File: src/hdl/csq_pkg.sv
// Shared types and constants for the counting semaphore with wait queue.
`default_nettype none
package csq_pkg;

  localparam int CountW = 16;

  // Result status codes
  typedef enum logic [2:0] {
    ST_OK     = 3'd0,
    ST_NOWAIT = 3'd1,
    ST_QUEUED = 3'd2,
    ST_ATMAX  = 3'd3,
    ST_QFULL  = 3'd4
  } status_t;

  // Request operation codes
  typedef enum logic {
    FUNC_TAKE = 1'b0,
    FUNC_GIVE = 1'b1
  } func_t;

  // Configuration register indexes
  typedef enum logic {
    CFG_LIMIT   = 1'b0,
    CFG_PRELOAD = 1'b1
  } cfg_idx_t;

  // Per-cell control of the wait queue chain
  typedef struct packed {
    logic shift;  // take the neighbor's entry (dequeue)
    logic load;   // capture the incoming task id (enqueue)
  } cell_ctl_t;

endpackage
`default_nettype wire

File: src/hdl/csq_if.sv
// Valid/ready channel interfaces for requests and results.
`default_nettype none
interface csq_req_if #(parameter int TASK_ID_BITS = 8);
  logic                    valid;
  logic                    ready;
  logic                    func;
  logic [TASK_ID_BITS-1:0] task_id;
  logic                    wait_allowed;
  modport source (output valid, func, task_id, wait_allowed, input ready);
  modport sink   (input valid, func, task_id, wait_allowed, output ready);
endinterface

interface csq_rsp_if #(parameter int TASK_ID_BITS = 8);
  logic                    valid;
  logic                    ready;
  logic [2:0]              status;
  logic                    wake_valid;
  logic [TASK_ID_BITS-1:0] wake_task;
  modport source (output valid, status, wake_valid, wake_task, input ready);
  modport sink   (input valid, status, wake_valid, wake_task, output ready);
endinterface
`default_nettype wire

File: src/hdl/csq_cell.sv
// One wait queue cell: holds a task id, shifts toward the head or loads a new id.
`default_nettype none
module csq_cell
  import csq_pkg::*;
#(
  parameter int TASK_ID_BITS = 8
) (
  input  wire logic                    clk,
  input  wire cell_ctl_t               ctl,
  input  wire logic [TASK_ID_BITS-1:0] nbr_id,
  input  wire logic [TASK_ID_BITS-1:0] new_id,
  output logic      [TASK_ID_BITS-1:0] id
);

  logic [TASK_ID_BITS-1:0] id_r;
  logic [TASK_ID_BITS-1:0] id_nxt;

  always_comb begin
    id_nxt = id_r;
    if (ctl.shift) begin
      id_nxt = nbr_id;
    end else if (ctl.load) begin
      id_nxt = new_id;
    end
  end

  // Payload only, no reset
  always_ff @(posedge clk) begin
    id_r <= id_nxt;
  end

  assign id = id_r;

endmodule
`default_nettype wire

File: src/hdl/csq_queue.sv
// FIFO of waiting task ids built as a chain of cells; head sits in cell 0.
`default_nettype none
module csq_queue
  import csq_pkg::*;
#(
  parameter int WAIT_DEPTH   = 16,
  parameter int TASK_ID_BITS = 8
) (
  input  wire logic                    clk,
  input  wire logic                    rst_n,
  input  wire logic                    enq,
  input  wire logic                    deq,
  input  wire logic [TASK_ID_BITS-1:0] enq_id,
  output logic                         full,
  output logic                         empty,
  output logic      [TASK_ID_BITS-1:0] head_id
);

  localparam int CntW = $clog2(WAIT_DEPTH + 1);

  logic [CntW-1:0]         total_r;
  logic [CntW-1:0]         total_nxt;
  logic [TASK_ID_BITS-1:0] ids [WAIT_DEPTH];

  assign full    = (total_r == CntW'(WAIT_DEPTH));
  assign empty   = (total_r == '0);
  assign head_id = ids[0];

  // Fill count; enqueue and dequeue never coincide
  always_comb begin
    total_nxt = total_r;
    if (enq && !full) begin
      total_nxt = total_r + CntW'(1);
    end else if (deq && !empty) begin
      total_nxt = total_r - CntW'(1);
    end
  end

  always_ff @(posedge clk) begin
    if (!rst_n) begin
      total_r <= '0;
    end else begin
      total_r <= total_nxt;
    end
  end

  // Cell chain: on dequeue every cell takes its upper neighbor's entry; the last keeps its own
  for (genvar i = 0; i < WAIT_DEPTH; i++) begin : g_cell
    cell_ctl_t               ctl;
    logic [TASK_ID_BITS-1:0] nbr;

    assign ctl.shift = deq && !empty;
    assign ctl.load  = enq && !full && (total_r == CntW'(i));

    if (i == WAIT_DEPTH - 1) begin : g_last
      assign nbr = ids[i];
    end else begin : g_mid
      assign nbr = ids[i+1];
    end

    csq_cell #(
      .TASK_ID_BITS (TASK_ID_BITS)
    ) u_cell (
      .clk    (clk),
      .ctl    (ctl),
      .nbr_id (nbr),
      .new_id (enq_id),
      .id     (ids[i])
    );
  end

endmodule
`default_nettype wire

File: src/hdl/counting_semaphore_wait_queue.sv
// Counting semaphore with a FIFO wait queue of task ids.
//
// Usage:
//   in_ch  : requests (func 0 take, 1 give; task_id and wait_allowed for takes).
//   out_ch : one result per request: status, wake_valid, wake_task.
//   cfg_*  : register 0 count limit, register 1 preload count; writing the preload
//            loads the count. Write only while no request is in flight.
// Timing: the result appears in the cycle after the request transfer, held in an
//   output register. Throughput: one request per cycle unless stalled; the count
//   and the queue ends are updated in the accept cycle; a dequeue shifts one cell.
// Stall: while the output register holds an untaken result, in_ch.ready drops;
//   a request is accepted in the same cycle the waiting result is taken.
// Reset: count 0, count limit 1, wait queue empty, no result pending. Queue
//   cells hold no reset value; only filled cells are read.
`default_nettype none
module counting_semaphore_wait_queue
  import csq_pkg::*;
#(
  parameter int WAIT_DEPTH   = 16,
  parameter int TASK_ID_BITS = 8
) (
  input  wire logic              clk,
  input  wire logic              rst_n,
  csq_req_if.sink                in_ch,
  csq_rsp_if.source              out_ch,
  input  wire logic              cfg_we,
  input  wire logic              cfg_idx,
  input  wire logic [CountW-1:0] cfg_data
);

  logic [CountW-1:0] limit_r;
  logic [CountW-1:0] sem_count_r;
  logic [CountW-1:0] sem_count_nxt;
  logic              out_valid_r;
  logic              out_valid_nxt;
  status_t           status_r;
  status_t           status_nxt;
  logic              wake_valid_r;
  logic              wake_valid_nxt;
  logic [TASK_ID_BITS-1:0] wake_task_r;
  logic [TASK_ID_BITS-1:0] wake_task_nxt;

  logic fire;
  logic enq;
  logic deq;
  logic q_full;
  logic q_empty;
  logic [TASK_ID_BITS-1:0] head_id;

  assign in_ch.ready = !out_valid_r || out_ch.ready;
  assign fire        = in_ch.valid && in_ch.ready;

  // Request decode and semaphore update
  always_comb begin
    sem_count_nxt  = sem_count_r;
    status_nxt     = status_r;
    wake_valid_nxt = wake_valid_r;
    wake_task_nxt  = wake_task_r;
    enq            = 1'b0;
    deq            = 1'b0;
    if (fire) begin
      status_nxt     = ST_OK;
      wake_valid_nxt = 1'b0;
      wake_task_nxt  = '0;
      if (func_t'(in_ch.func) == FUNC_TAKE) begin
        if (sem_count_r != '0) begin
          sem_count_nxt = sem_count_r - CountW'(1);
        end else if (!in_ch.wait_allowed) begin
          status_nxt = ST_NOWAIT;
        end else if (q_full) begin
          status_nxt = ST_QFULL;
        end else begin
          enq        = 1'b1;
          status_nxt = ST_QUEUED;
        end
      end else begin
        if (sem_count_r >= limit_r) begin
          status_nxt = ST_ATMAX;
        end else begin
          sem_count_nxt = sem_count_r + CountW'(1);
          if (!q_empty) begin
            deq            = 1'b1;
            wake_valid_nxt = 1'b1;
            wake_task_nxt  = head_id;
          end
        end
      end
    end
    // Configuration load of the count
    if (cfg_we && cfg_idx_t'(cfg_idx) == CFG_PRELOAD) begin
      sem_count_nxt = cfg_data;
    end
  end

  // Output register handshake
  always_comb begin
    out_valid_nxt = out_valid_r;
    if (fire) begin
      out_valid_nxt = 1'b1;
    end else if (out_ch.ready) begin
      out_valid_nxt = 1'b0;
    end
  end

  always_ff @(posedge clk) begin
    if (!rst_n) begin
      limit_r     <= CountW'(1);
      sem_count_r <= '0;
      out_valid_r <= 1'b0;
    end else begin
      sem_count_r <= sem_count_nxt;
      out_valid_r <= out_valid_nxt;
      if (cfg_we && cfg_idx_t'(cfg_idx) == CFG_LIMIT) begin
        limit_r <= cfg_data;
      end
    end
  end

  // Result payload
  always_ff @(posedge clk) begin
    status_r     <= status_nxt;
    wake_valid_r <= wake_valid_nxt;
    wake_task_r  <= wake_task_nxt;
  end

  assign out_ch.valid      = out_valid_r;
  assign out_ch.status     = status_r;
  assign out_ch.wake_valid = wake_valid_r;
  assign out_ch.wake_task  = wake_task_r;

  csq_queue #(
    .WAIT_DEPTH   (WAIT_DEPTH),
    .TASK_ID_BITS (TASK_ID_BITS)
  ) u_queue (
    .clk     (clk),
    .rst_n   (rst_n),
    .enq     (enq),
    .deq     (deq),
    .enq_id  (in_ch.task_id),
    .full    (q_full),
    .empty   (q_empty),
    .head_id (head_id)
  );

endmodule
`default_nettype wire
File: src/flat_wrapper.sv
// flat-port wrapper written by rule: the top's interface ports become plain ports
module counting_semaphore_wait_queue_flat import csq_pkg::*;
#(
  parameter int WAIT_DEPTH   = 16,
  parameter int TASK_ID_BITS = 8
)
  (clk, rst_n, cfg_we, cfg_idx, cfg_data, in_ch_valid, in_ch_func, in_ch_task_id, in_ch_wait_allowed, in_ch_ready, out_ch_valid, out_ch_status, out_ch_wake_valid, out_ch_wake_task, out_ch_ready);
  csq_req_if #(.TASK_ID_BITS(TASK_ID_BITS)) in_ch_i ();
  csq_rsp_if #(.TASK_ID_BITS(TASK_ID_BITS)) out_ch_i ();
  input  wire logic clk;
  input  wire logic rst_n;
  input  wire logic cfg_we;
  input  wire logic cfg_idx;
  input  wire logic [CountW-1:0] cfg_data;
  input wire logic [$bits(in_ch_i.valid)-1:0] in_ch_valid;
  input wire logic [$bits(in_ch_i.func)-1:0] in_ch_func;
  input wire logic [$bits(in_ch_i.task_id)-1:0] in_ch_task_id;
  input wire logic [$bits(in_ch_i.wait_allowed)-1:0] in_ch_wait_allowed;
  output wire logic [$bits(in_ch_i.ready)-1:0] in_ch_ready;
  output wire logic [$bits(out_ch_i.valid)-1:0] out_ch_valid;
  output wire logic [$bits(out_ch_i.status)-1:0] out_ch_status;
  output wire logic [$bits(out_ch_i.wake_valid)-1:0] out_ch_wake_valid;
  output wire logic [$bits(out_ch_i.wake_task)-1:0] out_ch_wake_task;
  input wire logic [$bits(out_ch_i.ready)-1:0] out_ch_ready;
  assign in_ch_i.valid = in_ch_valid;
  assign in_ch_i.func = in_ch_func;
  assign in_ch_i.task_id = in_ch_task_id;
  assign in_ch_i.wait_allowed = in_ch_wait_allowed;
  assign in_ch_ready = in_ch_i.ready;
  assign out_ch_valid = out_ch_i.valid;
  assign out_ch_status = out_ch_i.status;
  assign out_ch_wake_valid = out_ch_i.wake_valid;
  assign out_ch_wake_task = out_ch_i.wake_task;
  assign out_ch_i.ready = out_ch_ready;
  counting_semaphore_wait_queue #(.WAIT_DEPTH(WAIT_DEPTH), .TASK_ID_BITS(TASK_ID_BITS)) u_core (.clk(clk), .rst_n(rst_n), .in_ch(in_ch_i), .out_ch(out_ch_i), .cfg_we(cfg_we), .cfg_idx(cfg_idx), .cfg_data(cfg_data));
endmodule
File: config.mk
export PLATFORM = sky130hd
export DESIGN_NAME = counting_semaphore_wait_queue_flat
export DESIGN_NICKNAME = d
export VERILOG_FILES = /design/src/hdl/csq_pkg.sv /design/src/hdl/csq_if.sv /design/src/hdl/csq_cell.sv /design/src/hdl/csq_queue.sv /design/src/hdl/counting_semaphore_wait_queue.sv /design/src/flat_wrapper.sv
export SDC_FILE = /design/constraint.sdc
export NUM_CORES = 1
export LEC_CHECK = 0
export BUFFER_PORTS_ARGS = -buffer_cell sky130_fd_sc_hd__buf_2
export CELL_PAD_IN_SITES_DETAIL_PLACEMENT = 0
export CELL_PAD_IN_SITES_GLOBAL_PLACEMENT = 1
export CORE_ASPECT_RATIO = 0.8
export CORE_MARGIN = 8
export CORE_UTILIZATION = 40
export DETAILED_ROUTE_END_ITERATION = 6
export PLACE_DENSITY = 0.69
export SYNTH_ARGS = -nofsm -noshare
export SYNTH_HDL_FRONTEND = slang
export SYNTH_SLANG_ARGS = --single-unit
File: constraint.sdc
create_clock -name clk -period 3.5 [get_ports clk]
set_input_delay 0.35 -clock clk [delete_from_list [all_inputs] [get_ports clk]]
set_output_delay 0.35 -clock clk [all_outputs]
set_load 0.01 [all_outputs]
==> impl_metrics.toml <==
[outcome]
outcome = "finished clean"

[floorplanning]
fp.dieH_um = 145.0
fp-row-count = 47
die_area_sq_mm = 0.02571
boundaryPins = 46
die_w_um = 177.3
fp.coreArea_sq_mm = 0.02058
initial_core_util_pct = 40.44

[global_route]
grt_first_pass_wirelength_um = 28480
antenna_found_initial = 0
grt_start_max_net_pins = 71
grt_pass1_vias = 5504
grt-ovfl-total = 0
track_usage_pct = 13.81

[layout]
antenna_cells = 0
ff_latch_area_sq_mm = 0.004965
fillers = 1957
stdcell_count = 1129
synthToLayoutAreaGrowth_pct = 13.68
layout-drive-gt1-share_pct = 12.56
multiInputGateArea_sq_mm = 0.003040
final_util_pct = 45.98
stdcell_area_sq_mm = 0.009463
nets = 916

[logic_synthesis]
ys_seq_area_share_pct = 59.64
async_reset_ff_share_pct = 0
yosys.area_share.simple_pct = 19.28
syn_avg_cell_area_sq_um = 10.38
syn-num-nets = 871
synth-main-ff-cell = "edfxtp_1"
netlist_instances = 802
yosys_warnings = 0
netlist_top_cells_area = "edfxtp_1 51%, nand2_1 13%, dfxtp_1 9.1%"
synth_top_family_by_area = "simple AND/OR/NAND/NOR gates"
synth-compound-area-share_pct = 8.372
synthXorXnorAreaFrac_pct = 1.894
syn-cell-area_sq_mm = 0.008324
synth_top_area_cell = "edfxtp_1"
netlist.area_leader.share_pct = 50.50
yosysUniqueCellTypes = 51
synthAdderAreaFrac_pct = 5.652
synth_mux_area_share_pct = 1.323
ys_ff_latch = 178
synth_edf_count = 140

[sta]
setup_slack_ps = 225.6
holdWs_ps = 111.7
relSlewSlack_pct = 18.26
final.period_utilization_pct = 93.55
finalHoldViolCount = 0
final-setup-viol-count = 0
fin_setup_tns_ps = 0
layout_min_cycle_time_ps = 3274
drv_slew = 0
fmax_mhz = 305.4
grt_setup_unrepaired = "no"
tightest_slew_ps = 1224
skew_ps = 12.34

[pwr]
powerDensity_mw_per_mm2 = 528.9
p_int_mw = 3.683
max-vdd-ir-drop_mv = 0.2991
finalPower_mw = 5.005
swShare_pct = 26.40
power_frac_clock_pct = 39.5
pwr-share-seq_pct = 47.7
leakage_nw = 3.756
comb_power_share_pct = 12.8
p_switching_mw = 1.321

[setup_path]
crit_type = "flip-flop to flip-flop"
r2r_slack_ps = 230
critPathLaunchType = "flip-flop"
end_kind = "flip-flop"
critPathArrivalTime_ps = 3430
timing.rr.start = "u_core.sem_count_r[13]"
required_ps = 3660
crit_start = "u_core.sem_count_r[13]"
cp_max_fo = 25
ff2ff_path_depth = 9
rr_endpoint = "u_core.u_queue.g_cell[2].u_cell.id[2]"

[clock_network]
cts.reportedPaths.clkPinSlew_ps = 70
cts_tree = "built"
post_cts_resized = 0
clk_latency_ps = 430
cts_hold_buf = 0
cts.sinks = 178
clockBufferDepth = 2
numCtsBuffers = 17
cts_max_level = 4
cts.repair_timing.setup_buffer_count = 0
cts_root_buffer = "clkbuf_16"

[place]
gp_congestion = 0.8890
pre_cts_slack_ps = 258.0
dp.cells = 1097
dpl-instance-area_sq_mm = 0.008851
port_buffers = 45
dp_hpwl_um = 12550

[job]
drv_cap = 0

[routing]
drt-vias-per-instance = 5.023
drt_iter0_drc = 376
routed_wl_um = 17440
ant_nets = 0
drc = 0
num_vias = 5671
dr.pass1.iters = 5
wl_per_cell_um = 15.45

[hold_path]
min_from = "in_ch_task_id[0]"
hp-class = "primary input to flip-flop"
holdPathEnd = "u_core.u_queue.g_cell[15].u_cell.id[0]"
min_path_cells = 1
Yosys cell counts (2+ instances only):
master / number
a211oi_1: 11
dfxtp_1: 38
o211ai_1: 2
nand2b_1: 4
o31ai_1: 7
and4_1: 2
a21oi_1: 36
o21a_1: 3
nor3_2: 2
ha_1: 36
nor3_1: 2
nand2_4: 4
xnor2_1: 12
a21o_1: 11
edfxtp_1: 140
or2_2: 2
o21ai_0: 19
inv_1: 31
mux2i_1: 11
xor2_1: 6
nand2_1: 299
and3_1: 3
a31oi_1: 2
nand3_1: 9
nand4_1: 8
buf_2: 18
o22ai_1: 2
clkbuf_1: 15
o211a_1: 2
or4_1: 2
nor4_1: 4
and2_1: 9
buf_6: 5
nor2_1: 28
placed cells by master, fill, tap and decap left out, types with 4 or more instances in the layout:
cell and n:
a211oi_1 11, a21o_1 11, a21oi_1 36, and2_1 9
buf_2 45, buf_4 17, clkbuf_16 17, dfxtp_1 38
edfxtp_1 140, ha_1 36, inv_1 31, inv_6 4
inv_8 4, mux2i_1 11, nand2_1 299, nand2_4 4
nand2b_1 4, nand3_1 9, nand4_1 8, nor2_1 28
nor4_1 4, o21ai_0 19, o31ai_1 7, xnor2_1 12
xor2_1 6
worst max-delay path by stage:
stage                                                   endpoint  slack [ps]  cells past startpoint
after floorplan            u_core.u_queue.g_cell[0].u_cell.id[0]         450                     11
after global placement                    u_core.sem_count_r[12]         240                     11
after detailed placement                  u_core.sem_count_r[12]         260                     11
after CTS                 u_core.u_queue.g_cell[12].u_cell.id[2]         260                      9
after global routing       u_core.u_queue.g_cell[6].u_cell.id[2]          50                      9
final                      u_core.u_queue.g_cell[2].u_cell.id[2]         230                      9
routing by layer:
metal	up-vias	GRT usage, %	wire, um
met2	121	19.36	7168
met5	-	0	0
met4	0	4.203	196
met3	16	3.397	876
li1	2859	-	-
met1	2675	20.50	9200
power by group through the flow:
stage          clock [mW]  sequential, mW  combinational (mW)
3_3_place_gp            0            2.43               0.625
2_1_floorplan           0            2.42               0.472
6_report             1.98            2.39               0.642
4_1_cts              2.02            2.39               0.642
3_5_place_dp            0            2.43               0.639
5_1_grt              2.10            2.39               0.721
layout make-up:
class	instances	share of cell area (%)
inverter	31	1.230
clock buffer	17	4.496
multi-input combinational	555	32.13
sequential	178	52.47
clock inverter	15	1.970
tap	269	3.557
timing repair buffer	64	4.152
logic make-up after synthesis:
kind of cell	after synthesis
AO/OA/AOI/OAI	108
XOR/XNOR	18
adder cells (fa/ha/maj)	37
buffers and inverters	69
flip-flops	178
multiplexers	11
AND/OR/NAND/NOR	381
flip-flops by register name, summed over array words and instances (netlist names):
register                         flops
u_core.sem_count_r                  16
u_core.u_queue.total_r               5
u_core.out_ch.valid                  1
u_core.u_queue.g_cell.u_cell.id    128
u_core.out_ch.wake_task              8
u_core.out_ch.status                 3
u_core.limit_r                      16
u_core.out_ch.wake_valid             1
critical path: stages, from the launching register on:
cell and delay (ps):
dfxtp_1 430, ha_1 280, a21o_1 190, a21o_1 170
a21oi_1 350, o41ai_2 230, or4_1 510, buf_4 250
nand2_1 460, nand2_1 120
Note: power is estimated with default switching activity, not from simulation.
